[config.mk]
export PLATFORM = sky130hd
export DESIGN_NAME = bpt_front
export DESIGN_NICKNAME = d
export VERILOG_FILES = /design/src/rtl/bpt_pkg.sv /design/src/rtl/bpt_front.sv
export SDC_FILE = /design/constraint.sdc
export NUM_CORES = 2
export LEC_CHECK = 0
export BUFFER_PORTS_ARGS = -buffer_cell sky130_fd_sc_hd__buf_2
export CAP_MARGIN = 20
export CORE_ASPECT_RATIO = 1.25
export CORE_MARGIN = 2
export CORE_UTILIZATION = 30
export CTS_CLUSTER_SIZE = 8
export DETAILED_ROUTE_END_ITERATION = 6
export GPL_TIMING_DRIVEN = 0
export PLACE_DENSITY = 0.45
export SLEW_MARGIN = 20
export SYNTH_ARGS = -nofsm -noshare
export SYNTH_HDL_FRONTEND = slang
export SYNTH_SLANG_ARGS = --single-unit
[constraint.sdc]
create_clock -name aclk -period 10.35 [get_ports aclk]
set_input_delay 1.5525 -clock aclk [delete_from_list [all_inputs] [get_ports aclk]]
set_output_delay 1.5525 -clock aclk [all_outputs]
set_load 0.01 [all_outputs]
[src/rtl/bpt_pkg.sv]
// Shared widths, calibration defaults and inter-module types for the barometer compensation.
package bpt_pkg;

    localparam int RAW_W        = 24;
    localparam int CAL_W        = 16;
    localparam int DT_W         = 25;
    localparam int TEMP_W       = 19;
    localparam int T2_W         = 18;
    localparam int OFF_W        = 38;
    localparam int SENS_W       = 37;
    localparam int PRESS_W      = 25;
    localparam int NUM_W        = 64;
    localparam int CFG_ADDR_W   = 3;
    localparam int QUEUE_DEPTH  = 4;

    localparam int PRESSURE_FRAC_BITS_DEF = 8;
    localparam int PRESS_SHIFT_BASE       = 36;

    localparam logic signed [TEMP_W-1:0] TEMP_REF = 19'sd2000;

    localparam logic [CAL_W-1:0] C1_RESET = 16'd40127;
    localparam logic [CAL_W-1:0] C2_RESET = 16'd36924;
    localparam logic [CAL_W-1:0] C3_RESET = 16'd23317;
    localparam logic [CAL_W-1:0] C4_RESET = 16'd23282;
    localparam logic [CAL_W-1:0] C5_RESET = 16'd33464;
    localparam logic [CAL_W-1:0] C6_RESET = 16'd28312;

    typedef enum logic [CFG_ADDR_W-1:0] {
        CAL_C1 = 3'd0,
        CAL_C2 = 3'd1,
        CAL_C3 = 3'd2,
        CAL_C4 = 3'd3,
        CAL_C5 = 3'd4,
        CAL_C6 = 3'd5
    } cal_idx_t;

    typedef struct packed {
        logic [CAL_W-1:0] c1;
        logic [CAL_W-1:0] c2;
        logic [CAL_W-1:0] c3;
        logic [CAL_W-1:0] c4;
        logic [CAL_W-1:0] c5;
        logic [CAL_W-1:0] c6;
    } cal_t;

    typedef struct packed {
        logic [RAW_W-1:0]  d1;
        logic [TEMP_W-1:0] temp;
        logic [T2_W-1:0]   t2;
        logic [OFF_W-1:0]  off;
        logic [SENS_W-1:0] sens;
        logic              low;
    } front_word_t;

endpackage

[src/rtl/bpt_front.sv]
// Front end: accepts raw readings and forms first-order temperature, offset and sensitivity.
module bpt_front
    import bpt_pkg::*;
(
    input  logic               aclk,
    input  logic               aresetn,
    input  cal_t               cal,
    input  logic               s_valid,
    output logic               s_ready,
    input  logic [RAW_W-1:0]   s_raw_pressure,
    input  logic [RAW_W-1:0]   s_raw_temperature,
    output logic               push_valid,
    input  logic               push_ready,
    output front_word_t        push_word
);

    logic                     v1_reg, v1_next;
    logic                     v2_reg, v2_next;
    logic                     en1, en2;
    logic [RAW_W-1:0]         d1_f1_reg;
    logic signed [DT_W-1:0]   dt_f1_reg;
    logic signed [DT_W-1:0]   dt_next;
    logic [RAW_W-1:0]         d1_f2_reg;
    logic signed [41:0]       prod_t_reg, prod_off_reg, prod_sens_reg;
    logic signed [49:0]       dtsq_reg;
    logic signed [TEMP_W-1:0] temp_c;
    logic                     low_c;
    logic [OFF_W-1:0]         off_c;
    logic [SENS_W-1:0]        sens_c;

    assign en2     = !v2_reg || push_ready;
    assign en1     = !v1_reg || en2;
    assign s_ready = en1;

    assign v1_next = en1 ? s_valid : v1_reg;
    assign v2_next = en2 ? v1_reg : v2_reg;

    assign dt_next = $signed({1'b0, s_raw_temperature}) - $signed({1'b0, cal.c5, 8'h00});

    always_ff @(posedge aclk) begin
        if (!aresetn) begin
            v1_reg <= 1'b0;
            v2_reg <= 1'b0;
        end else begin
            v1_reg <= v1_next;
            v2_reg <= v2_next;
        end
    end

    always_ff @(posedge aclk) begin
        if (en1) begin
            d1_f1_reg <= s_raw_pressure;
            dt_f1_reg <= dt_next;
        end
        if (en2) begin
            d1_f2_reg     <= d1_f1_reg;
            prod_t_reg    <= dt_f1_reg * $signed({1'b0, cal.c6});
            prod_off_reg  <= dt_f1_reg * $signed({1'b0, cal.c4});
            prod_sens_reg <= dt_f1_reg * $signed({1'b0, cal.c3});
            dtsq_reg      <= dt_f1_reg * dt_f1_reg;
        end
    end

    // A negative dT*C6 product is exactly the case of a temperature below 20.00 C.
    assign low_c  = prod_t_reg[41];
    assign temp_c = TEMP_REF + $signed(prod_t_reg[41:23]);
    assign off_c  = {6'b0, cal.c2, 16'h0000}
                  + {{3{prod_off_reg[41]}}, prod_off_reg[41:7]};
    assign sens_c = {6'b0, cal.c1, 15'h0000}
                  + {{3{prod_sens_reg[41]}}, prod_sens_reg[41:8]};

    assign push_valid     = v2_reg;
    assign push_word.d1   = d1_f2_reg;
    assign push_word.temp = temp_c;
    assign push_word.t2   = low_c ? dtsq_reg[48:31] : '0;
    assign push_word.off  = off_c;
    assign push_word.sens = sens_c;
    assign push_word.low  = low_c;

endmodule

# == Word level (Yosys, flattened, before mapping) ==
# Cells that the tools add are included.
# classes
n_mul,4
muxes,1
addsub,4
n_reduce_logical,4
# ops
operator,n
$mul A25 B17 Y42,3
$mul A25 B25 Y49,1
$add A33 B35 Y36,1
$add A32 B34 Y35,1
$sub A24 B24 Y25,1
$add A12 B19 Y19 const A,1
$mux W18,1
$logic_not A1 Y1,2
$logic_or A1 B1 Y1,2
# word_totals
inputBits,148
word_cells,22
register_bits,250

# == Longest topological paths before layout ==
# depth
ltp_word,3
mapped_depth,30
ltp_nobuf,28

# == Worst setup path before layout ==
# Ideal clock, no wire load.
# synth_timing
kind,input to register
start,input port cal[53] in the netlist's numbering
end,"register prod_sens_reg[26], data pin"
t_required_ps,10086
setup_time_ps,264
stages,24
arrival_time_ps,7430
n_path_buf,2
slack_ps,2656
path_cell_list,clkbuf_1 clkbuf_1 nand2_1 fa_1 inv_1 fa_1 inv_1 fa_1 inv_1 fa_1 inv_1 fa_1 inv_1 fa_1 ha_1 a21oi_1 o21ai_0 a221o_1 a41oi_1 o21ai_0 a21oi_1 o21ai_0 a211oi_1 a21oi_1
# synth_via
elab_chain_cells,1
# synth_rtl
item,line_no,rtl
"start, declared",bpt_front.sv:7,"input cal_t cal,"
$mul A25 B17 Y42,bpt_front.sv:59,"prod_sens_reg <= dt_f1_reg * $signed({1'b0, cal.c3});"
"end signal, assigned",bpt_front.sv:59,
"end, declared",bpt_front.sv:24,"logic signed [41:0] prod_t_reg, prod_off_reg, prod_sens_reg;"
# No other way between the ends.
# A chain may end at the register's enable or synchronous reset.

# == Worst setup path in the final report ==
# layout_timing
start,register dt_f1_reg[3]
end,"register dtsq_reg[48], data pin"
# layout_via
elab_chain_cells,1
# layout_rtl
item,line_no,rtl
"start, declared",bpt_front.sv:21,logic signed [DT_W-1:0] dt_f1_reg;
"start signal, assigned",bpt_front.sv:53,dt_f1_reg <= dt_next;
$mul A25 B25 Y49,bpt_front.sv:60,dtsq_reg <= dt_f1_reg * dt_f1_reg;
"end signal, assigned",bpt_front.sv:60,
"end, declared",bpt_front.sv:25,logic signed [49:0] dtsq_reg;
# No other way between the ends.

==> flow_metrics.env <==
export IMPL_outcome="complete, but fails checks"
export IMPL_violations="design-rule violations"
export IMPL_ys_seq_area_frac=0.0786
export IMPL_critical_path_max_stage_delay_ps=810
export IMPL_drive_gt1_frac=0.0544
export IMPL_rows=196
export IMPL_cts_sinks=181
export IMPL_grt_overflow_total=0
export IMPL_place_gp_congestion=0.948
export IMPL_drtIter0Drc=2852
export IMPL_crit_path_end_kind="register"
export IMPL_syn_cell_area_mm2=0.0689
export IMPL_cts_setup_buffers=0
export IMPL_insertion_delay_ps=610
export IMPL_nets=9945
export IMPL_ys_warnings_count=0
export IMPL_crit_start="dt_f1_reg[3]$_DFFE_PP_"
export IMPL_min_path_cells=0
export IMPL_grt_pass1_vias=54200
export IMPL_yosys_top_cells_area="fa_1 (51%), inv_1 (11%), ha_1 (9.1%)"
export IMPL_tns_ps=0
export IMPL_hpwl_mm=201
export IMPL_synth_cell_types=65
export IMPL_ys_flop_type="edfxtp_1"
export IMPL_max_freq_mhz=101
export IMPL_r2r_slack_ps=440
export IMPL_finalSetupViolCount=0
export IMPL_drt_wl_total_mm=235
export IMPL_antenna_found_initial=44
export IMPL_top_level_ports=287
export IMPL_cts_clk_slew_worst_paths_ps=80
export IMPL_finClkSkew_ps=42.3
export IMPL_vias=48900
export IMPL_syn_num_nets=9638
export IMPL_syn_inst=7221
export IMPL_groute_usage_overall=0.208
export IMPL_largest_reg_flops=35
export IMPL_die_y_um=540
export IMPL_min_from="d1_f1_reg[20]$_DFFE_PP_"
export IMPL_crit_arrival_ps=10260
export IMPL_yosys_area_share_adder=0.605
export IMPL_timing_hold_ws_ps=423
export IMPL_firstDrtPassIters=7
export IMPL_synthArstFlopShare=0
export IMPL_synth_edf_count=179
export IMPL_synth_top_area_share=0.513
export IMPL_synth_top_cell_by_area="fa_1"
export IMPL_vias_per_cell=4.60
export IMPL_synth_top_family_by_area="adder cells"
export IMPL_die_w_um=433
export IMPL_synth_compound_area_frac=0.0316
export IMPL_cts_tree="done"
export IMPL_crit_path_frequent_cell="fa_1"
export IMPL_cp_max_fo=10
export IMPL_cts_max_level=4
export IMPL_syn_to_final_growth_pct=9.01
export IMPL_avgRoutedWirePerCell_um=22.1
export IMPL_grt_pass1_wl_mm=350
export IMPL_start_util=0.302
export IMPL_drc=1
export IMPL_cts_buffer_depth=3
export IMPL_period_minus_slack_ps=9910
export IMPL_core_mm2=0.228
export IMPL_crit_type="reg -> reg"
export IMPL_period_share=0.958
export IMPL_reg2reg_depth=28
export IMPL_drv_cap=0
export IMPL_reg2reg_to="dtsq_reg[48]$_DFFE_PP_"
export IMPL_port_buffers=271
export IMPL_crit_slowest_cell="a221oi_1"
export IMPL_ant_nets=0
export IMPL_drv_slew=0
export IMPL_final_hold_violation_count=0
export IMPL_tightest_slew_ps=1250
export IMPL_worstSetupStartpointType="register"
export IMPL_cts_buffers=25
export IMPL_r2r_start="dt_f1_reg[3]$_DFFE_PP_"
export IMPL_fp_dieArea_mm2=0.234
export IMPL_maxSlewHeadroom=0.166
export IMPL_synthMuxAreaShare=0.000145
export IMPL_min_path_type="reg -> reg"
export IMPL_syn_avg_cell_area_um2=9.54
export IMPL_cts_root_buf="clkbuf_16"
export IMPL_grt_max_degree=76
export IMPL_hold_path_endpoint="d1_f2_reg[20]$_DFFE_PP_"
export IMPL_synth_xor_area_frac=0.0228
export IMPL_synth_seq_cells=181
export IMPL_required_ps=10700
export IMPL_synthSimpleGateAreaFrac=0.129
synth_stat cells, drive strengths merged (28+ instances only):
cell,n
fa,1767
buf,40
o21ai,54
o21a,32
and2,617
clkbuf,311
xor2,46
inv,2053
xnor2,133
ha,502
a21oi,92
a21o,50
nand2,953
nor2b,33
nor2,140
nor3,28
edfxtp,179
worst max-delay path by stage:
stage	to	slack, ps	cells after the start
after global placement	dtsq_reg[48]$_DFFE_PP_	-760	26
after floorplan	prod_sens_reg[26]$_DFFE_PP_	2660	24
after detailed placement	dtsq_reg[48]$_DFFE_PP_	280	28
after CTS	dtsq_reg[48]$_DFFE_PP_	270	28
after global routing	dtsq_reg[48]$_DFFE_PP_	-0.3	27
final	dtsq_reg[48]$_DFFE_PP_	440	28
timing repair:
action                                  CTS  global route
endpoints found under the setup margin    0             2
resized for setup                         0             7
hold buffers                              0             0
metrics by stage:
step,instance area [um2],util,setup WS [ps],instances
6_report,75100,0.329,437,10600
5_1_grt,75000,0.329,-0.327,10600
4_1_cts,75000,0.329,268,10600
3_5_place_dp,74300,0.325,284,10600
3_3_place_gp,74100,0.324,-759,10600
2_1_floorplan,68900,-,2660,7221
area by class of cell:
cell class | count | area, um2
Multi-Input combinational cell | 4636 | 54300
Antenna cell | 26 | 65.1
Timing Repair Buffer | 280 | 1530
Sequential cell | 181 | 5420
Clock buffer | 27 | 633
Tap cell | 3069 | 3840
Inverter | 2053 | 7710
Buffer | 351 | 1530
Fill cell | 24000 | 153000
Clock inverter | 5 | 61.3
layout by cell type, fill, tap and decap left out, types with 8 or more instances in the layout:
cell type  instances
nand2_1          952
a211oi_1           9
o21a_1            32
or3_1              8
nand3_1           13
nor2_1           140
a21boi_0          11
xnor2_1          133
nor3_1            28
buf_4             40
nand2b_1          19
and2_1           617
a21o_1            50
xor2_1            46
edfxtp_1         179
a31oi_1           11
and3_1            19
o21ai_0           53
clkbuf_16         25
diode_2           26
clkbuf_1         272
ha_1             502
nor2b_1           33
o211ai_1           8
nand4_1           12
clkbuf_2          39
a21oi_1           89
fa_1            1766
inv_1           2052
buf_2            271
cells by family (layout without fill, tap and decap cells):
family,count (synthesis),count (layout)
AND/OR/NAND/NOR,1862,1862
buffers and inverters,2404,2716
multiplexers,1,1
adder cells (fa/ha/maj),2269,2269
AO/OA/AOI/OAI,325,325
XOR/XNOR,179,179
flip-flops,181,181
other,0,26
worst max-delay path, delay by kind of cell, from the launching register on:
kind,cells,cell delay (ps)
AO/OA/AOI/OAI,9,2420
XOR/XNOR,1,140
adder cells (fa/ha/maj),8,3950
buffers and inverters,8,2370
flip-flops,1,340
AND/OR/NAND/NOR,2,410
layer usage:
layer  up-vias  global-route usage  share of wire
met2      1401               0.372           0.52
met1     25800               0.246           0.38
met5         -                   0        0.00047
met4        14              0.0907          0.049
li1      21200                   -              -
met3       396              0.0292          0.053
Power is left out: the tool's default activity adds up to more than one toggle a clock period on the data nets, which glitch-free logic cannot reach.
