### src/rtl/bpt_pkg.sv
// Shared widths, calibration defaults and inter-module types for the barometer compensation.
package bpt_pkg;

    localparam int RAW_W        = 24;
    localparam int CAL_W        = 16;
    localparam int DT_W         = 25;
    localparam int TEMP_W       = 19;
    localparam int T2_W         = 18;
    localparam int OFF_W        = 38;
    localparam int SENS_W       = 37;
    localparam int PRESS_W      = 25;
    localparam int NUM_W        = 64;
    localparam int CFG_ADDR_W   = 3;
    localparam int QUEUE_DEPTH  = 4;

    localparam int PRESSURE_FRAC_BITS_DEF = 8;
    localparam int PRESS_SHIFT_BASE       = 36;

    localparam logic signed [TEMP_W-1:0] TEMP_REF = 19'sd2000;

    localparam logic [CAL_W-1:0] C1_RESET = 16'd40127;
    localparam logic [CAL_W-1:0] C2_RESET = 16'd36924;
    localparam logic [CAL_W-1:0] C3_RESET = 16'd23317;
    localparam logic [CAL_W-1:0] C4_RESET = 16'd23282;
    localparam logic [CAL_W-1:0] C5_RESET = 16'd33464;
    localparam logic [CAL_W-1:0] C6_RESET = 16'd28312;

    typedef enum logic [CFG_ADDR_W-1:0] {
        CAL_C1 = 3'd0,
        CAL_C2 = 3'd1,
        CAL_C3 = 3'd2,
        CAL_C4 = 3'd3,
        CAL_C5 = 3'd4,
        CAL_C6 = 3'd5
    } cal_idx_t;

    typedef struct packed {
        logic [CAL_W-1:0] c1;
        logic [CAL_W-1:0] c2;
        logic [CAL_W-1:0] c3;
        logic [CAL_W-1:0] c4;
        logic [CAL_W-1:0] c5;
        logic [CAL_W-1:0] c6;
    } cal_t;

    typedef struct packed {
        logic [RAW_W-1:0]  d1;
        logic [TEMP_W-1:0] temp;
        logic [T2_W-1:0]   t2;
        logic [OFF_W-1:0]  off;
        logic [SENS_W-1:0] sens;
        logic              low;
    } front_word_t;

endpackage

### src/rtl/bpt_queue.sv
// Short word queue that decouples the front end from the back end.
module bpt_queue
    import bpt_pkg::*;
(
    input  logic        aclk,
    input  logic        aresetn,
    input  logic        push_valid,
    output logic        push_ready,
    input  front_word_t push_word,
    output logic        pop_valid,
    input  logic        pop_ready,
    output front_word_t pop_word
);

    localparam int PTR_W = (QUEUE_DEPTH > 1) ? $clog2(QUEUE_DEPTH) : 1;
    localparam int CNT_W = $clog2(QUEUE_DEPTH + 1);

    front_word_t       slot_reg [QUEUE_DEPTH];
    logic [PTR_W-1:0]  wr_ptr_reg, wr_ptr_next;
    logic [PTR_W-1:0]  rd_ptr_reg, rd_ptr_next;
    logic [CNT_W-1:0]  count_reg, count_next;
    logic              push, pop;

    assign push_ready = (count_reg != CNT_W'(QUEUE_DEPTH));
    assign pop_valid  = (count_reg != '0);
    assign push       = push_valid && push_ready;
    assign pop        = pop_valid && pop_ready;
    assign pop_word   = slot_reg[rd_ptr_reg];

    assign wr_ptr_next = !push ? wr_ptr_reg :
                         (wr_ptr_reg == PTR_W'(QUEUE_DEPTH - 1)) ? '0 : wr_ptr_reg + 1'b1;
    assign rd_ptr_next = !pop ? rd_ptr_reg :
                         (rd_ptr_reg == PTR_W'(QUEUE_DEPTH - 1)) ? '0 : rd_ptr_reg + 1'b1;

    always_comb begin
        count_next = count_reg;
        if (push && !pop) begin
            count_next = count_reg + 1'b1;
        end else if (pop && !push) begin
            count_next = count_reg - 1'b1;
        end
    end

    always_ff @(posedge aclk) begin
        if (!aresetn) begin
            wr_ptr_reg <= '0;
            rd_ptr_reg <= '0;
            count_reg  <= '0;
        end else begin
            wr_ptr_reg <= wr_ptr_next;
            rd_ptr_reg <= rd_ptr_next;
            count_reg  <= count_next;
        end
    end

    always_ff @(posedge aclk) begin
        if (push) begin
            slot_reg[wr_ptr_reg] <= push_word;
        end
    end

`ifndef ASSERT_OFF
    a_count_bound: assert property (@(posedge aclk) disable iff (!aresetn)
        count_reg <= CNT_W'(QUEUE_DEPTH))
        else $error("Queue fill count exceeds its depth.");

    a_count_up: assert property (@(posedge aclk) disable iff (!aresetn)
        (push && !pop) |=> (count_reg == $past(count_reg) + 1'b1))
        else $error("Queue count did not rise after a lone push.");

    a_count_down: assert property (@(posedge aclk) disable iff (!aresetn)
        (pop && !push) |=> (count_reg == $past(count_reg) - 1'b1))
        else $error("Queue count did not fall after a lone pop.");

    a_ptr_gap: assert property (@(posedge aclk) disable iff (!aresetn)
        (count_reg == '0) |-> (wr_ptr_reg == rd_ptr_reg))
        else $error("Queue pointers differ while the queue is empty.");
`endif

endmodule

### config.mk
export PLATFORM = sky130hd
export DESIGN_NAME = bpt_queue
export DESIGN_NICKNAME = d
export VERILOG_FILES = /design/src/rtl/bpt_pkg.sv /design/src/rtl/bpt_queue.sv
export SDC_FILE = /design/constraint.sdc
export NUM_CORES = 1
export LEC_CHECK = 0
export ABC_AREA = 1
export BUFFER_PORTS_ARGS = -buffer_cell sky130_fd_sc_hd__buf_2
export CORE_ASPECT_RATIO = 1.1
export CORE_MARGIN = 4
export CORE_UTILIZATION = 34
export CTS_CLUSTER_DIAMETER = 40
export DETAILED_ROUTE_END_ITERATION = 6
export PLACE_DENSITY = 0.56
export SLEW_MARGIN = 20
export SYNTH_ARGS = -nofsm -noshare
export SYNTH_HDL_FRONTEND = slang
export SYNTH_SLANG_ARGS = --single-unit
### constraint.sdc
create_clock -name aclk -period 9.65 [get_ports aclk]
set_clock_uncertainty 0.15 [all_clocks]
set_input_delay 1.4475 -clock aclk [delete_from_list [all_inputs] [get_ports aclk]]
set_output_delay 1.4475 -clock aclk [all_outputs]
set_load 0.01 [all_outputs]
* Word-level counts from Yosys, hierarchy flattened
Memories as Yosys holds them, arrays and structs flattened. A register that Yosys moved wholly into a read port is not among the register bits. Cells that the tools add are included.
Operators by class: multiplexer cells 8, reduce and logical (&&, ||, !) cells 8, add/subtract/negate cells 4, equal/unequal tests 3
Operators by type and width (count):
- $mux W2 | 4
- $mux W3 | 2
- $add A2 B1 Y2 const B | 2
- $eq A2 B2 Y1 const B | 2
- $logic_and A1 B1 Y1 | 4
- $add A3 B1 Y3 const B | 1
- $ne A3 B3 Y1 const B | 1
- $reduce_bool A3 Y1 | 1
- $sub A3 B1 Y3 const B | 1
- $logic_not A1 Y1 | 2
- $mux W1 | 2
- $reduce_bool A2 Y1 | 1
Word-level totals: input port bits 141, flip-flop bits (word level) 7, output and inout bits 139, word-level logic and storage cells 27, memory bits (writable) 548, memories kept 1
Memory list:
- slot_reg | depth 4, bits a word 137, read ports 1, clocked after memory_dff 1, wr ports 1, RTL line bpt_queue.sv:18 | front_word_t slot_reg [QUEUE_DEPTH];

* Longest topological paths before layout
Gate-level depths: netlist of the first run.
depth after elaboration 6, mapped depth 13, mapped depth without buffers 13

* Least setup slack after synthesis of the first run
Ideal clock, no wire load.
path kind input to register, start point in push_valid, end point mem slot_reg[0][0] (netlist name), enable pin, required time 8.864 ns, stages on the path 2, path buffers 0, arrival 7.284 ns, library setup time 0.636 ns, path slack 1.580 ns, cell sequence nand2_1 -> nor2_1
Between the ends: word-level cells in the longest chain between the ends 3
RTL lines:
- start: declaration | RTL line bpt_queue.sv:7 | input logic push_valid,
- $logic_and A1 B1 Y1 | RTL line bpt_queue.sv:26 | assign push = push_valid && push_ready;
- $mux W1 | RTL line bpt_queue.sv:57 | if (push) begin
- $mux W1 (not written as such) | RTL line bpt_queue.sv:58 | slot_reg[wr_ptr_reg] <= push_word;
- end: declaration | RTL line bpt_queue.sv:18
No other way between the ends.

==> results of run 1 <==
==> area by class of cell <==
| type | count | area, um2 | area share (%) |
|---|---|---|---|
| Antenna cell | 5 | 12.5 | 0.0489 |
| Clock buffer | 91 | 2130 | 8.31 |
| Timing Repair Buffer | 297 | 1530 | 5.98 |
| Tap cell | 816 | 1020 | 3.99 |
| Multi-Input combinational cell | 731 | 3540 | 13.8 |
| Inverter | 17 | 73.8 | 0.288 |
| Sequential cell | 557 | 16600 | 65.0 |
| Clock inverter | 62 | 648 | 2.53 |
==> metal layers <==
layer / share of wire, % / vias to the layer above / wire length (um) / global-route usage (%)
li1: - / 5901 / - / -
met4: 2.3 / 4 / 1120 / 5.35
met3: 5.9 / 73 / 2910 / 3.91
met1: 41 / 6275 / 20300 / 17.8
met5: 0.054 / - / 27 / 0
met2: 51 / 318 / 25300 / 26.0
==> stage by stage <==
step | setup slack (ns) | util [%] | power (mW)
6_report | 4.53 | 42.5 | 7.70
5_1_grt | 4.26 | 42.5 | 8.12
4_1_cts | 4.43 | 42.5 | 7.84
2_1_floorplan | 1.58 | - | 4.21
3_5_place_dp | 5.12 | 37.9 | 4.88
3_3_place_gp | 5.15 | 37.9 | 4.85
==> synth_stat cells, drive strengths merged <==
master  instances
nor2          291
a21oi           2
o22ai         137
buf            40
edfxtp        548
nand3           1
o21ai         276
fa              1
nand3b          1
ha              6
nand4           1
inv            17
dfxtp           9
clkbuf         50
nand2          15
==> worst min-delay path by stage <==
stage	slack [ns]	end
3_5_place_dp	0.36	count_reg[0]
6_report	0.37	count_reg[0]
5_1_grt	0.39	count_reg[0]
3_3_place_gp	0.35	count_reg[0]
2_1_floorplan	0.33	count_reg[0]
4_1_cts	0.37	register
==> worst register-to-register path: stages (launching register included) <==
cell and delay (ns):
dfxtp_1 0.38, nor2_1 0.08, nand2_1 0.12, nand2_1 0.30, nor2_4 0.56, buf_4 0.44
buf_4 0.74
==> power groups by stage <==
stage / combinational, mW / clock (mW) / sequential [mW]
floorplan: 1.11 / 0 / 3.10
global placement: 1.76 / 0 / 3.10
detailed placement: 1.77 / 0 / 3.11
CTS: 1.78 / 3.00 / 3.06
global route: 1.92 / 3.12 / 3.08
finish: 1.73 / 2.92 / 3.05
==> kinds of logic (layout without fill, tap and decap cells) <==
kind of cell / Yosys count / in the layout / share of synthesized area (%)
and+or+nand+nor: 309 / 309 / 5.62
buffers and inverters: 107 / 467 / 3.08
adders and majority gates: 7 / 7 / 0.457
other: 0 / 5 / 0
DFF: 557 / 557 / 80.0
AOI/OAI and AO/OA: 415 / 415 / 10.8
==> summary.md, run 1 <==
| Metric | Value |
|---|---|
| Placed cell count | `between 2000 and 2500` |
| Worst Setup EP | `pop_word[47]` |
| Max reg flops | `~550` |
| Setup crit start kind | `register` |
| Psw | `approximately 2.4 mW` |
| Largest delay contributor family on the critical path | `buffers and inverters` |
| Syn. warnings | `0` |
| Period utilization | `between 50% and 60%` |
| # nets final | `around 1800` |
| Synth top area share | `79.2%` |
| Clock latency on the worst-skew pair | `roughly 0.60 ns` |
| Post-CTS sizing | `0` |
| Die width | `about 240 um` |
| Synthesis-stage register bit count | `around 560` |
| Int Power | `roughly 5.3 mW` |
| Most frequent cells in the layout | `edfxtp_1 (548), nor2_1 (287), buf_2 (279), o21ai_0 (153), o22ai_1 (137)` |
| Post-synth cell types | `19` |
| Gr ovfl total | `0` |
| Data required time of the worst path | `approximately 8.1 ns` |
| Hold path depth | `2` |
| Hold-fix buffers, CTS | `0` |
| Final slew viol count | `0` |
| Max H-tree Level | `3` |
| Clock power share | `a little under two fifths` |
| Slowest Stage Delay on Critical Path | `0.69 ns` |
| Sequential power share | `roughly two fifths` |
| Worst endpoint data arrival time | `3.52 ns` |
| Vias in the first global route | `12900` |
| Longest Clk Path Bufs | `3` |
| Clock Pin Slew Worst Setup and Hold Paths | `about 0.060 ns` |
| Initial Utilization | `34.5%` |
| Cell row count | `94` |
| Largest net degree at the start of global routing | `about 110` |
| WHS | `about 0.37 ns` |
| Synth top area cells | `edfxtp_1 (79%), nor2_1 (5.3%), o22ai_1 (4.1%)` |
| Post-DR wirelength/cell | `between 15 and 20 um` |
| Fillers | `~5500` |
| CP Buf/Inv Count | `3` |
| Internal reg-to-reg setup slack | `~6.5 ns` |
| Crit Path Max Fanout | `between 70 and 80` |
| Boundary Pins | `280` |
| Mapped Avg Cell Area | `around 15 um2` |
| Iteration-0 DRC Markers | `between 700 and 800` |
| Crit-path slowest cell | `buf_4` |
| Status | `completed` |
| Syn-to-layout area delta | `23.2%` |
| Final wirelength | `approximately 50 mm` |
| Synthesized Nets | `approximately 1500` |
| Die area | `65200 um2` |
| R2R cell count | `6` |
| Critical path class | `reg -> out` |
| Design Area, Final | `approximately 26000 um2` |
| Critical R2R Capture | `slot_reg[0][57]` |
| DRC errors left | `0` |
| Root buffer selected by CTS | `clkbuf_16` |
| Pwr Density | `~300 nW/um2` |
| Final critical-path required period | `just over 5 ns` |
| Hold Startpoint | `count_reg[0]` |
| DRT Pass-1 Iters | `5` |
| Dpl hpwl | `~27 mm` |
| Num CTS Buffers | `84` |
| RSZ-0062 raised after global routing | `false` |
| Seq/Total Area, Yosys | `between 80% and 90%` |
| Setup violators final | `0` |
| Synth Instances | `1395` |
| Setup TNS | `0 ns` |
| Pleak | `8.88 nW` |
| Final hold violations | `0` |
| Net switching fraction of the power | `between 30% and 40%` |
| Max VDD drop | `172 uV` |
| Non-Filler Instances | `2576` |
| Final RePlAce weighted congestion | `just over 0.7` |
| Vias per cell | `between 4 and 5` |
| Post-synth top area cell | `edfxtp_1` |
| DP Area | `approximately 23000 um2` |
| Die H | `between 200 and 300 um` |
| Cell chain of the critical path | `buf_4 -> buf_4 -> o21ai_0 -> o22ai_1 -> buf_2` |
| Mapped Area | `around 21000 um2` |
| Initial antenna violation count | `7` |
| Final ANT Viol Nets | `0` |
| CTS tree | `yes` |
| Overall routing resource usage | `between 10% and 20%` |
| Max frequency | `around 200 MHz` |
| Hold Path Class | `reg -> reg` |
| Power share of the combinational group | `about 22%` |
| Max-cap viol count | `0` |
| Share of layout cells above drive strength 1 | `between 20% and 30%` |
| Worst slew margin | `about a third` |
| Vias | `about 13000` |
| R2R Path Start | `count_reg[0]` |
| Worst Tran Pin Value | `~1 ns` |
| Cell depth of the worst setup path | `5` |
| Cell repeated most along the worst path | `buf_4` |
| Post-CTS Setup Inserts | `0` |
| Port Buffers | `between 200 and 300` |
| Core area | `roughly 60000 um2` |
| Crit path capture type | `primary output` |
| Most common cell after layout, fill and taps aside | `edfxtp_1` |
| First-pass GRT wire length | `approximately 75 mm` |
| CTS sink cnt | `557` |
No activity file was read; power rests on OpenSTA's default activity.
==> run 2, diff against run 1 <==
- PLACE_DENSITY: 0.56 -> 0.58
- clock period: 9.65 -> 4.65 ns (I/O delays scaled with it)
==> summary.md, run 2 (same netlist as run 1, synthesis figures left out) <==
| Metric | Value |
|---|---|
| Post-CTS sizing | `0` |
| Worst Tran Pin Value | `slightly above 1 ns` |
| Worst endpoint data arrival time | `2.97 ns` |
| Vias per cell | `~4.9` |
| DRT Pass-1 Iters | `4` |
| RSZ-0062 raised after global routing | `false` |
| Worst Setup EP | `pop_word[41]` |
| Clock Pin Slew Worst Setup and Hold Paths | `0.06 ns` |
| Setup crit start kind | `register` |
| Die area | `about 65000 um2` |
| Max-cap viol count | `0` |
| Longest Clk Path Bufs | `3` |
| Max frequency | `between 200 and 300 MHz` |
| Clock latency on the worst-skew pair | `0.60 ns` |
| Fillers | `5512` |
| Port Buffers | `279` |
| Data required time of the worst path | `3.80 ns` |
| Setup violators final | `0` |
| Pwr Density | `around 630 nW/um2` |
| Boundary Pins | `280` |
| Max VDD drop | `between 300 and 400 uV` |
| Die width | `between 200 and 250 um` |
| Die H | `between 200 and 300 um` |
| Final wirelength | `around 49 mm` |
| Pleak | `~9.0 nW` |
| WHS | `0.150 ns` |
| First-pass GRT wire length | `around 75 mm` |
| # nets final | `1835` |
| CTS sink cnt | `557` |
| Placed cell count | `roughly 2400` |
| Vias in the first global route | `roughly 13000` |
| Max reg flops | `around 550` |
| Core area | `around 60000 um2` |
| Most frequent cells in the layout | `edfxtp_1 (548), nor2_1 (287), buf_2 (279), o21ai_0 (153), o22ai_1 (137)` |
| R2R cell count | `5` |
| Cell row count | `between 90 and 100` |
| Critical path class | `reg -> out` |
| Hold Startpoint | `push_word[100]` |
| Final hold violations | `0` |
| Period utilization | `between 80% and 90%` |
| R2R Path Start | `count_reg[1]` |
| Post-DR wirelength/cell | `~19 um` |
| Dpl hpwl | `roughly 27 mm` |
| Max H-tree Level | `3` |
| Worst slew margin | `between 30% and 40%` |
| Initial Utilization | `34.5%` |
| Crit path capture type | `primary output` |
| Hold-fix buffers, CTS | `0` |
| Critical R2R Capture | `slot_reg[3][71]` |
| Final RePlAce weighted congestion | `between 0.7 and 0.8` |
| Initial antenna violation count | `9` |
| Vias | `around 13000` |
| Post-CTS Setup Inserts | `0` |
| Crit Path Max Fanout | `roughly 110` |
| DRC errors left | `0` |
| Syn-to-layout area delta | `23.9%` |
| Most common cell after layout, fill and taps aside | `edfxtp_1` |
| Iteration-0 DRC Markers | `between 600 and 700` |
| Setup TNS | `0 ns` |
| Internal reg-to-reg setup slack | `2.04 ns` |
| Final critical-path required period | `around 3.8 ns` |
| Power Total | `approximately 16 mW` |
| Hold Path Class | `in -> reg` |
| Largest net degree at the start of global routing | `161` |
| Final slew viol count | `0` |
| Design Area, Final | `between 20000 and 30000 um2` |
| Gr ovfl total | `0` |
| CTS tree | `yes` |
| Num CTS Buffers | `83` |
| Non-Filler Instances | `2579` |
| Root buffer selected by CTS | `clkbuf_16` |
| Overall routing resource usage | `between 10 and 15%` |
| Final ANT Viol Nets | `0` |
| Share of layout cells above drive strength 1 | `25.2%` |
| DP Area | `22900 um2` |
| Status | `completed` |
==> run 2: per-stage QoR <==
step	util (%)	setup slack [ns]
detailed placement	38.1	1.32
floorplan	-	-0.398
finish	42.8	0.833
CTS	42.7	0.651
global route	42.7	0.547
global placement	38.1	1.30
==> run 2: worst min-delay path by stage <==
stage          cells after the start                to
6_report                           1  slot_reg[0][100]
5_1_grt                            1  slot_reg[3][109]
4_1_cts                            1  slot_reg[0][100]
3_5_place_dp                       2      count_reg[0]
3_3_place_gp                       2      count_reg[0]
2_1_floorplan                      2      count_reg[0]
==> run 2: area by class of cell <==
cell class	count	area [um2]	area share [%]
Clock buffer	96	2220	8.62
Sequential cell	557	16600	64.6
Antenna cell	7	17.5	0.0680
Multi-Input combinational cell	731	3540	13.8
Timing Repair Buffer	297	1660	6.43
Clock inverter	58	574	2.23
Tap cell	816	1020	3.97
Inverter	17	76.3	0.296
==> run 2: metal layers <==
metal  part of all wire, %  GRT usage, %
met4                   2.5          5.63
met1                    41          17.9
met3                   7.4          4.36
met2                    49          24.7
met5                  0.11             0
==> run 2: critical path: stages, from the launching register on <==
cell	delay, ns
dfxtp_4	0.58
inv_6	0.77
buf_4	0.47
o21ai_1	0.12
o22ai_1	0.19
buf_2	0.18
==> run 2: report_power, final <==
part | switching (mW) | leakage, nW | internal [mW]
registers | 0.230 | 5.10 | 6.12
clock network | 2.33 | 1.36 | 3.78
logic | 2.45 | 2.51 | 1.19
total | 5.02 | 8.97 | 11.1
