File: src/rtl/bpt_pkg.sv
// Shared widths, calibration defaults and inter-module types for the barometer compensation.
package bpt_pkg;

    localparam int RAW_W        = 24;
    localparam int CAL_W        = 16;
    localparam int DT_W         = 25;
    localparam int TEMP_W       = 19;
    localparam int T2_W         = 18;
    localparam int OFF_W        = 38;
    localparam int SENS_W       = 37;
    localparam int PRESS_W      = 25;
    localparam int NUM_W        = 64;
    localparam int CFG_ADDR_W   = 3;
    localparam int QUEUE_DEPTH  = 4;

    localparam int PRESSURE_FRAC_BITS_DEF = 8;
    localparam int PRESS_SHIFT_BASE       = 36;

    localparam logic signed [TEMP_W-1:0] TEMP_REF = 19'sd2000;

    localparam logic [CAL_W-1:0] C1_RESET = 16'd40127;
    localparam logic [CAL_W-1:0] C2_RESET = 16'd36924;
    localparam logic [CAL_W-1:0] C3_RESET = 16'd23317;
    localparam logic [CAL_W-1:0] C4_RESET = 16'd23282;
    localparam logic [CAL_W-1:0] C5_RESET = 16'd33464;
    localparam logic [CAL_W-1:0] C6_RESET = 16'd28312;

    typedef enum logic [CFG_ADDR_W-1:0] {
        CAL_C1 = 3'd0,
        CAL_C2 = 3'd1,
        CAL_C3 = 3'd2,
        CAL_C4 = 3'd3,
        CAL_C5 = 3'd4,
        CAL_C6 = 3'd5
    } cal_idx_t;

    typedef struct packed {
        logic [CAL_W-1:0] c1;
        logic [CAL_W-1:0] c2;
        logic [CAL_W-1:0] c3;
        logic [CAL_W-1:0] c4;
        logic [CAL_W-1:0] c5;
        logic [CAL_W-1:0] c6;
    } cal_t;

    typedef struct packed {
        logic [RAW_W-1:0]  d1;
        logic [TEMP_W-1:0] temp;
        logic [T2_W-1:0]   t2;
        logic [OFF_W-1:0]  off;
        logic [SENS_W-1:0] sens;
        logic              low;
    } front_word_t;

endpackage

File: src/rtl/bpt_back.sv
// Back end: second-order correction, pressure product, floor shift and saturation.
module bpt_back
    import bpt_pkg::*;
#(
    parameter int PRESSURE_FRAC_BITS = PRESSURE_FRAC_BITS_DEF
)
(
    input  logic                     aclk,
    input  logic                     aresetn,
    input  logic                     pop_valid,
    output logic                     pop_ready,
    input  front_word_t              pop_word,
    output logic                     m_valid,
    input  logic                     m_ready,
    output logic signed [TEMP_W-1:0] m_temperature_centi_c,
    output logic [PRESS_W-1:0]       m_pressure_pa_q8,
    output logic                     m_pressure_saturated
);

    localparam int SHIFT = PRESS_SHIFT_BASE - PRESSURE_FRAC_BITS;

    logic v1_reg, v2_reg, v3_reg, v4_reg, vo_reg;
    logic en1, en2, en3, en4, eno;

    logic signed [TEMP_W-1:0] dd_c, temp_c;
    logic [RAW_W-1:0]         d1_b1_reg, d1_b2_reg;
    logic signed [TEMP_W-1:0] temp_b1_reg, temp_b2_reg, temp_b3_reg, temp_b4_reg;
    logic signed [OFF_W-1:0]  off_b1_reg, off_b2_reg, off_b3_reg;
    logic signed [SENS_W-1:0] sens_b1_reg, sens_b2_reg;
    logic signed [37:0]       sq_b1_reg;
    logic [39:0]              sq5_c;
    logic [41:0]              pl_b3_reg;
    logic signed [43:0]       ph_b3_reg;
    logic signed [NUM_W-1:0]  num_b4_reg, num_c, p_full_c;
    logic                     neg_c, over_c;

    assign eno = !vo_reg || m_ready;
    assign en4 = !v4_reg || eno;
    assign en3 = !v3_reg || en4;
    assign en2 = !v2_reg || en3;
    assign en1 = !v1_reg || en2;
    assign pop_ready = en1;

    always_ff @(posedge aclk) begin
        if (!aresetn) begin
            v1_reg <= 1'b0;
            v2_reg <= 1'b0;
            v3_reg <= 1'b0;
            v4_reg <= 1'b0;
            vo_reg <= 1'b0;
        end else begin
            if (en1) v1_reg <= pop_valid;
            if (en2) v2_reg <= v1_reg;
            if (en3) v3_reg <= v2_reg;
            if (en4) v4_reg <= v3_reg;
            if (eno) vo_reg <= v4_reg;
        end
    end

    assign dd_c   = $signed(pop_word.temp) - TEMP_REF;
    assign temp_c = $signed(pop_word.temp) - $signed({1'b0, pop_word.t2});
    assign sq5_c  = {sq_b1_reg, 2'b00} + {2'b00, sq_b1_reg};

    assign num_c = $signed({{2{ph_b3_reg[43]}}, ph_b3_reg, 18'h00000})
                 + $signed({22'h000000, pl_b3_reg})
                 - $signed({{5{off_b3_reg[OFF_W-1]}}, off_b3_reg, 21'h000000});

    assign p_full_c = num_b4_reg >>> SHIFT;
    assign neg_c    = num_b4_reg[NUM_W-1];
    assign over_c   = !neg_c && (|p_full_c[NUM_W-1:PRESS_W]);

    always_ff @(posedge aclk) begin
        if (en1) begin
            d1_b1_reg   <= pop_word.d1;
            temp_b1_reg <= temp_c;
            off_b1_reg  <= $signed(pop_word.off);
            sens_b1_reg <= $signed(pop_word.sens);
            sq_b1_reg   <= pop_word.low ? dd_c * dd_c : 38'sd0;
        end
        if (en2) begin
            d1_b2_reg   <= d1_b1_reg;
            temp_b2_reg <= temp_b1_reg;
            off_b2_reg  <= off_b1_reg - $signed(sq5_c[38:1]);
            sens_b2_reg <= sens_b1_reg - $signed(sq5_c[38:2]);
        end
        if (en3) begin
            temp_b3_reg <= temp_b2_reg;
            off_b3_reg  <= off_b2_reg;
            pl_b3_reg   <= d1_b2_reg * sens_b2_reg[17:0];
            ph_b3_reg   <= $signed({1'b0, d1_b2_reg}) * $signed(sens_b2_reg[SENS_W-1:18]);
        end
        if (en4) begin
            temp_b4_reg <= temp_b3_reg;
            num_b4_reg  <= num_c;
        end
        if (eno) begin
            m_temperature_centi_c <= temp_b4_reg;
            m_pressure_pa_q8      <= neg_c  ? '0 :
                                     over_c ? '1 : p_full_c[PRESS_W-1:0];
            m_pressure_saturated  <= neg_c || over_c;
        end
    end

    assign m_valid = vo_reg;

endmodule

File: config.mk
export PLATFORM = sky130hd
export DESIGN_NAME = bpt_back
export DESIGN_NICKNAME = d
export VERILOG_FILES = /design/src/rtl/bpt_pkg.sv /design/src/rtl/bpt_back.sv
export SDC_FILE = /design/constraint.sdc
export NUM_CORES = 2
export LEC_CHECK = 0
export BUFFER_PORTS_ARGS = -buffer_cell sky130_fd_sc_hd__buf_2
export CAP_MARGIN = 30
export CORE_ASPECT_RATIO = 0.8
export CORE_MARGIN = 2
export CORE_UTILIZATION = 55
export DETAILED_ROUTE_END_ITERATION = 6
export HOLD_SLACK_MARGIN = 0.02
export PLACE_DENSITY_LB_ADDON = 0.08
export SYNTH_ARGS = -nofsm -noshare
export SYNTH_HDL_FRONTEND = slang
export SYNTH_SLANG_ARGS = --single-unit
export TNS_END_PERCENT = 30
File: constraint.sdc
create_clock -name aclk -period 25.6 [get_ports aclk]
set_clock_uncertainty 0.15 [all_clocks]
set_input_delay 5.12 -clock aclk [delete_from_list [all_inputs] [get_ports aclk]]
set_output_delay 5.12 -clock aclk [all_outputs]
set_load 0.03 [all_outputs]
---- After elaboration in Yosys (flattened, before gate mapping) ----
Cells that the tools add are included.
storage, ports and cells
  word-level logic and storage cells ...... 48
  output and inout bits ................... 47
  RAM bits ................................ 0
  bits in latches ......................... 0
  flip-flop bits (word level) ............. 550
  bits in read-only memories .............. 0
  memories kept ........................... 0
  bits of input ports ..................... 141
cells by class
  multipliers ............................. 3
  add/sub/neg operators ................... 7
  bitwise logic cells ..................... 0
  equality and inequality tests ........... 0
  shifts and indexed selects .............. 0
  divide/modulo/power cells ............... 0
  reductions and logical operators ........ 14
  muxes and demuxes ....................... 1
  $lt $le $gt $ge ......................... 0
operators by type and width
  operator                  count
  $sub A63 B59 Y64          1
  $add A62 B43 Y63          1
  $mul A25 B19 Y44          1
  $mul A24 B18 Y42          1
  $add A39 B38 Y39          1
  $mul A19 B19 Y38          1
  $sub A38 B38 Y38          1
  $sub A37 B37 Y37          1
  $mux W25                  1
  $sub A19 B12 Y19 const B  1
  $sub A19 B19 Y19          1
  $reduce_or A11 Y1         1
  $logic_not A1 Y1          6
  $logic_or A1 B1 Y1        6
  $logic_and A1 B1 Y1       1

---- Depth between registers and ports, before layout ----
  depth in word-level cells ............... 6
  depth in mapped cells ................... 34
  gate-level depth less buffers ........... 32

---- Worst setup path before layout ----
Ideal clock, no wire load.
  path type ............................... input port to output port
  from .................................... input m_ready
  to ...................................... output pop_ready
  path buffers ............................ 0
  data required time ...................... 20330 ps
  data arrival time ....................... 9262 ps
  setup slack ............................. 11068 ps
  cell stages on the path ................. 3
  path through ............................ nor2b_1 > and3_1 > nand3_1
on the way
  cells in the longest elaborated chain, start to end .. 5
ends and longest elaborated chain
  element             line            text
  start, declared     bpt_back.sv:14  input logic m_ready,
  $logic_or A1 B1 Y1  bpt_back.sv:37  assign eno = !vo_reg || m_ready;
  $logic_or A1 B1 Y1  bpt_back.sv:38  assign en4 = !v4_reg || eno;
  $logic_or A1 B1 Y1  bpt_back.sv:39  assign en3 = !v3_reg || en4;
  $logic_or A1 B1 Y1  bpt_back.sv:40  assign en2 = !v2_reg || en3;
  $logic_or A1 B1 Y1  bpt_back.sv:41  assign en1 = !v1_reg || en2;
  end, declared       bpt_back.sv:11  output logic pop_ready,
No other way between the ends.

---- Worst setup path after layout ----
  from .................................... input pop_word[98] (netlist bit)
  to ...................................... register sq_b1_reg[34], data pin
on the way
  cells in the longest elaborated chain, start to end .. 2
ends and longest elaborated chain
  element               line            text
  start, declared       bpt_back.sv:12  input front_word_t pop_word,
  $sub A19 B12 Y19      bpt_back.sv:60  assign dd_c = $signed(pop_word.temp) - TEMP_REF;
  $mul A19 B19 Y38      bpt_back.sv:78  sq_b1_reg <= pop_word.low ? dd_c * dd_c : 38'sd0;
  end signal, assigned  bpt_back.sv:78
  end, declared         bpt_back.sv:30  logic signed [37:0] sq_b1_reg;
No other way between the ends.
A chain may end at the register's enable or synchronous reset.

==> tab_implementation.tex <==
\begin{tabular}{lr}
\hline
Metric & Value \\
\hline
\multicolumn{2}{l}{\textbf{Timing}} \\
\quad Slew @ Worst Pin & 1120 ps \\
\quad Hold slack & 236 ps \\
\quad Worst max-slew margin expressed relative to the limit & 25.5\% \\
\quad Setup repair after global routing missed its margin & false \\
\quad Final number of setup-violating endpoints & 0 \\
\quad Final Hold Fails & 0 \\
\quad Final critical delay including setup and external delays & 14,450 ps \\
\quad Total negative slack & 0 ps \\
\quad Final max-slew violation count & 0 \\
\quad Highest clock frequency the design can meet & 69.2 MHz \\
\quad Period Utilization, post-route & 56.5\% \\
\multicolumn{2}{l}{\textbf{Synthesis}} \\
\quad Flip-flop cell with the highest count after synthesis & sky130\_fd\_sc\_hd\_\_edfxtp\_1 \\
\quad Number of enable-type register cells in the synthesized netlist & 515 \\
\quad Mean area per synthesized cell & 10.0 um2 \\
\quad Proportion of register bits with asynchronous set or reset after synthesis & 0\% \\
\quad Synthesized cell area & 66,600 um2 \\
\quad Post-synthesis sequential area ratio & 23.4\% \\
\quad Number of storage elements in the synthesis netlist & 520 \\
\quad Unique cell type count in the Yosys netlist & 74 \\
\quad Net count after synthesis & 8,500 \\
\quad Number of standard cells after synthesis & 6,655 \\
\quad Yosys warning count & 0 \\
\multicolumn{2}{l}{\textbf{Status}} \\
\quad Run status & finished clean \\
\multicolumn{2}{l}{\textbf{Clock network}} \\
\quad Number of setup buffers added after CTS & 0 \\
\quad Clock tree from TritonCTS & done \\
\quad Clock insertion delay at the later pin of the skew report & 700 ps \\
\quad Clock tree root driver cell & sky130\_fd\_sc\_hd\_\_clkbuf\_16 \\
\quad Number of sinks on the clock net & 520 \\
\quad Gates resized, CTS repair & 0 \\
\quad Maximum number of buffers from clock root to sink & 3 \\
\quad Clock-pin slew on the worst setup and hold paths & 60 ps \\
\quad Hold buffer count at CTS & 0 \\
\quad CTS buffer count & 60 \\
\quad Number of levels the H-tree was split into & 2 \\
\multicolumn{2}{l}{\textbf{Floorplan}} \\
\quad Number of top-level pins & 188 \\
\quad Die area & 124,000 um2 \\
\quad Die boundary width & 393 um \\
\quad Starting utilization of the core area & 55.2\% \\
\quad Vertical die dimension & 315 um \\
\quad Floorplan row count & 114 \\
\quad Placeable Area & 121,000 um2 \\
\multicolumn{2}{l}{\textbf{Final layout}} \\
\quad Post-route standard cell area excluding fillers & 71,600 um2 \\
\quad Share of post-route cells with drive strength above 1 & 5.91\% \\
\quad Count of fill cells added during filler insertion & 10,400 \\
\quad Post-layout utilization of the core & 59.4\% \\
\quad Layout overhead on the synthesized area & 7.52\% \\
\quad Flip-flop and latch area & 15,600 um2 \\
\quad Largest register FFs & 44 \\
\quad Most common cell after layout, fill and taps aside & sky130\_fd\_sc\_hd\_\_inv\_1 \\
\quad Commonest non-fill, non-tap cells in the layout & sky130\_fd\_sc\_hd\_\_inv\_1, sky130\_fd\_sc\_hd\_\_fa\_1, sky130\_fd\_sc\_hd\_\_nand2\_1 \\
\quad Final layout net count & 8,614 \\
\quad Multi-input combinational cell area & 44,900 um2 \\
\multicolumn{2}{l}{\textbf{Job}} \\
\quad MaxCap Viol Count & 0 \\
\multicolumn{2}{l}{\textbf{Setup path}} \\
\quad Setup crit start kind & primary input \\
\quad Maximum fanout count along the critical path & 16 \\
\quad Launch point of the worst reg-to-reg path & sens\_b2\_reg[29]\$\_DFFE\_PP\_ \\
\quad Delay of the slowest critical-path stage & 600 ps \\
\quad Critical setup path kind & primary input to flip-flop \\
\quad Worst path required time & 25,900 ps \\
\quad Worst-path cell with the longest stage delay & sky130\_fd\_sc\_hd\_\_xor2\_1 \\
\quad Type of element capturing the critical path & flip-flop \\
\quad Arrival time worst endpoint & 14,750 ps \\
\quad Startpoint of the worst setup timing path & pop\_word[98] \\
\multicolumn{2}{l}{\textbf{Route}} \\
\quad Post-route DRC violation count & 0 \\
\quad Vias after detailed routing & 46,200 \\
\quad Length of the first detailed-routing pass in iterations & 5 \\
\quad Vias per cell & 5.47 \\
\quad Wirelength per Cell & 20.5 um \\
\quad Detailed Route Iter0 Violations & 3,451 \\
\quad Count of antenna-violating nets left after detailed routing & 0 \\
\quad WL final & 173,000 um \\
\multicolumn{2}{l}{\textbf{Placement}} \\
\quad Detailed Place HPWL & 135,000 um \\
\quad Routability-driven placement congestion ratio & 0.955 \\
\quad Instance area at placement & 69,400 um2 \\
\quad PortBufs & 187 \\
\multicolumn{2}{l}{\textbf{GRT}} \\
\quad Global-route wire length before repair & 276,000 um \\
\quad Number of antenna violations at the first check in global routing & 8 \\
\quad Pin count of the biggest net entering global routing & 103 \\
\quad Global-route congestion overflow total & 0 \\
\quad Global Route Usage Sum & 29.3\% \\
\quad Via count of the first global-routing pass & 48,300 \\
\multicolumn{2}{l}{\textbf{Min path}} \\
\quad Worst hold path type & flip-flop to flip-flop \\
\quad Min-Delay Startpoint & off\_b2\_reg[24]\$\_DFFE\_PP\_ \\
\hline
\end{tabular}
==> synth_stat cells, types with 4 or more instances <==
| cell | n | area, um2 |
|---|---|---|
| sky130_fd_sc_hd__nor2_1 | 278 | 1040 |
| sky130_fd_sc_hd__nand2b_1 | 67 | 419 |
| sky130_fd_sc_hd__edfxtp_1 | 515 | 15500 |
| sky130_fd_sc_hd__o21a_1 | 31 | 233 |
| sky130_fd_sc_hd__a2111oi_0 | 4 | 35.0 |
| sky130_fd_sc_hd__and3_1 | 39 | 244 |
| sky130_fd_sc_hd__o21ai_0 | 142 | 711 |
| sky130_fd_sc_hd__a311oi_1 | 5 | 43.8 |
| sky130_fd_sc_hd__clkbuf_1 | 210 | 788 |
| sky130_fd_sc_hd__nand3_1 | 58 | 290 |
| sky130_fd_sc_hd__nor4_1 | 9 | 56.3 |
| sky130_fd_sc_hd__fa_1 | 1079 | 21600 |
| sky130_fd_sc_hd__dfxtp_1 | 5 | 100 |
| sky130_fd_sc_hd__a211o_1 | 10 | 87.6 |
| sky130_fd_sc_hd__nand4_1 | 14 | 87.6 |
| sky130_fd_sc_hd__o211ai_1 | 19 | 143 |
| sky130_fd_sc_hd__o31a_1 | 5 | 43.8 |
| sky130_fd_sc_hd__nor3b_1 | 5 | 37.5 |
| sky130_fd_sc_hd__a31oi_1 | 24 | 150 |
| sky130_fd_sc_hd__inv_1 | 1417 | 5320 |
| sky130_fd_sc_hd__nand2_1 | 816 | 3060 |
| sky130_fd_sc_hd__a211oi_1 | 30 | 225 |
| sky130_fd_sc_hd__o311ai_0 | 4 | 35.0 |
| sky130_fd_sc_hd__a221o_1 | 7 | 70.1 |
| sky130_fd_sc_hd__or4_1 | 8 | 60.1 |
| sky130_fd_sc_hd__ha_1 | 625 | 7820 |
| sky130_fd_sc_hd__nor3_1 | 46 | 230 |
| sky130_fd_sc_hd__and2_1 | 346 | 2160 |
| sky130_fd_sc_hd__a21boi_0 | 11 | 82.6 |
| sky130_fd_sc_hd__xnor2_1 | 181 | 1590 |
| sky130_fd_sc_hd__a21oi_1 | 243 | 1220 |
| sky130_fd_sc_hd__xor2_1 | 85 | 744 |
| sky130_fd_sc_hd__and4_1 | 6 | 52.6 |
| sky130_fd_sc_hd__o21bai_1 | 41 | 308 |
| sky130_fd_sc_hd__a41o_1 | 7 | 70.1 |
| sky130_fd_sc_hd__or2_2 | 15 | 93.8 |
| sky130_fd_sc_hd__nor2b_1 | 36 | 225 |
| sky130_fd_sc_hd__o2111ai_1 | 5 | 43.8 |
| sky130_fd_sc_hd__a221oi_1 | 6 | 52.6 |
| sky130_fd_sc_hd__o31ai_1 | 13 | 97.6 |
| sky130_fd_sc_hd__a21o_1 | 122 | 916 |
| sky130_fd_sc_hd__or3_1 | 14 | 87.6 |
==> stage by stage <==
| step | setup slack, ps | cells |
|---|---|---|
| 6_report | 11150 | 8447 |
| 5_1_grt | 10660 | 8446 |
| 4_1_cts | 11280 | 8444 |
| 3_5_place_dp | 10570 | 8330 |
| 3_3_place_gp | 10570 | 8327 |
| 2_1_floorplan | 11070 | 6655 |
==> worst paths after layout <==
kind | depth (start not counted) | end | slack (ps)
setup reg to reg | 26 | ph_b3_reg[42]$_DFFE_PP_ | 17280
hold reg to reg | 0 | off_b3_reg[24]$_DFFE_PP_ | 240
setup / recovery | 32 | sq_b1_reg[34]$_SDFFCE_PN0P_ | 11150
hold / removal | 0 | off_b3_reg[24]$_DFFE_PP_ | 240
==> final cells by class <==
type                       instances  share of cell area, %
antenna                            2                0.00699
clock buffer                      64                   2.12
clock inverter                    50                  0.884
inverter                        1422                   7.46
multi-input combinational       4500                   62.8
sequential                       520                   21.7
tap                             1624                   2.84
timing repair buffer             265                   2.20
==> metal layers <==
metal | wire [um] | global-route usage, %
met5 | 20 | 0
met4 | 4390 | 7.25
met3 | 15400 | 6.87
met2 | 74800 | 43.6
met1 | 78300 | 43.5
==> kinds of logic (layout without fill, tap and decap cells) <==
kind of cell,Yosys count,in the layout,synth area share (%)
AO/OA/AOI/OAI,762,762,7.30
buffers and inverters,1635,1801,9.22
AND/OR/NAND/NOR,1764,1764,12.3
flip-flops,520,520,23.4
other,1,3,0.00563
multiplexers,1,1,0.0150
XOR/XNOR,268,268,3.56
adder cells (fa/ha/maj),1704,1704,44.2
==> worst max-delay path: cells and delay by family <==
kind            cells  cell delay, ps
compound gates      6            1710
xor+xnor            2             760
simple gates        7            1650
fa+ha+maj           9            3960
buf+inv             8            1530
Power is left out: the tool's default activity adds up to more than one toggle a clock period on the data nets, which glitch-free logic cannot reach.
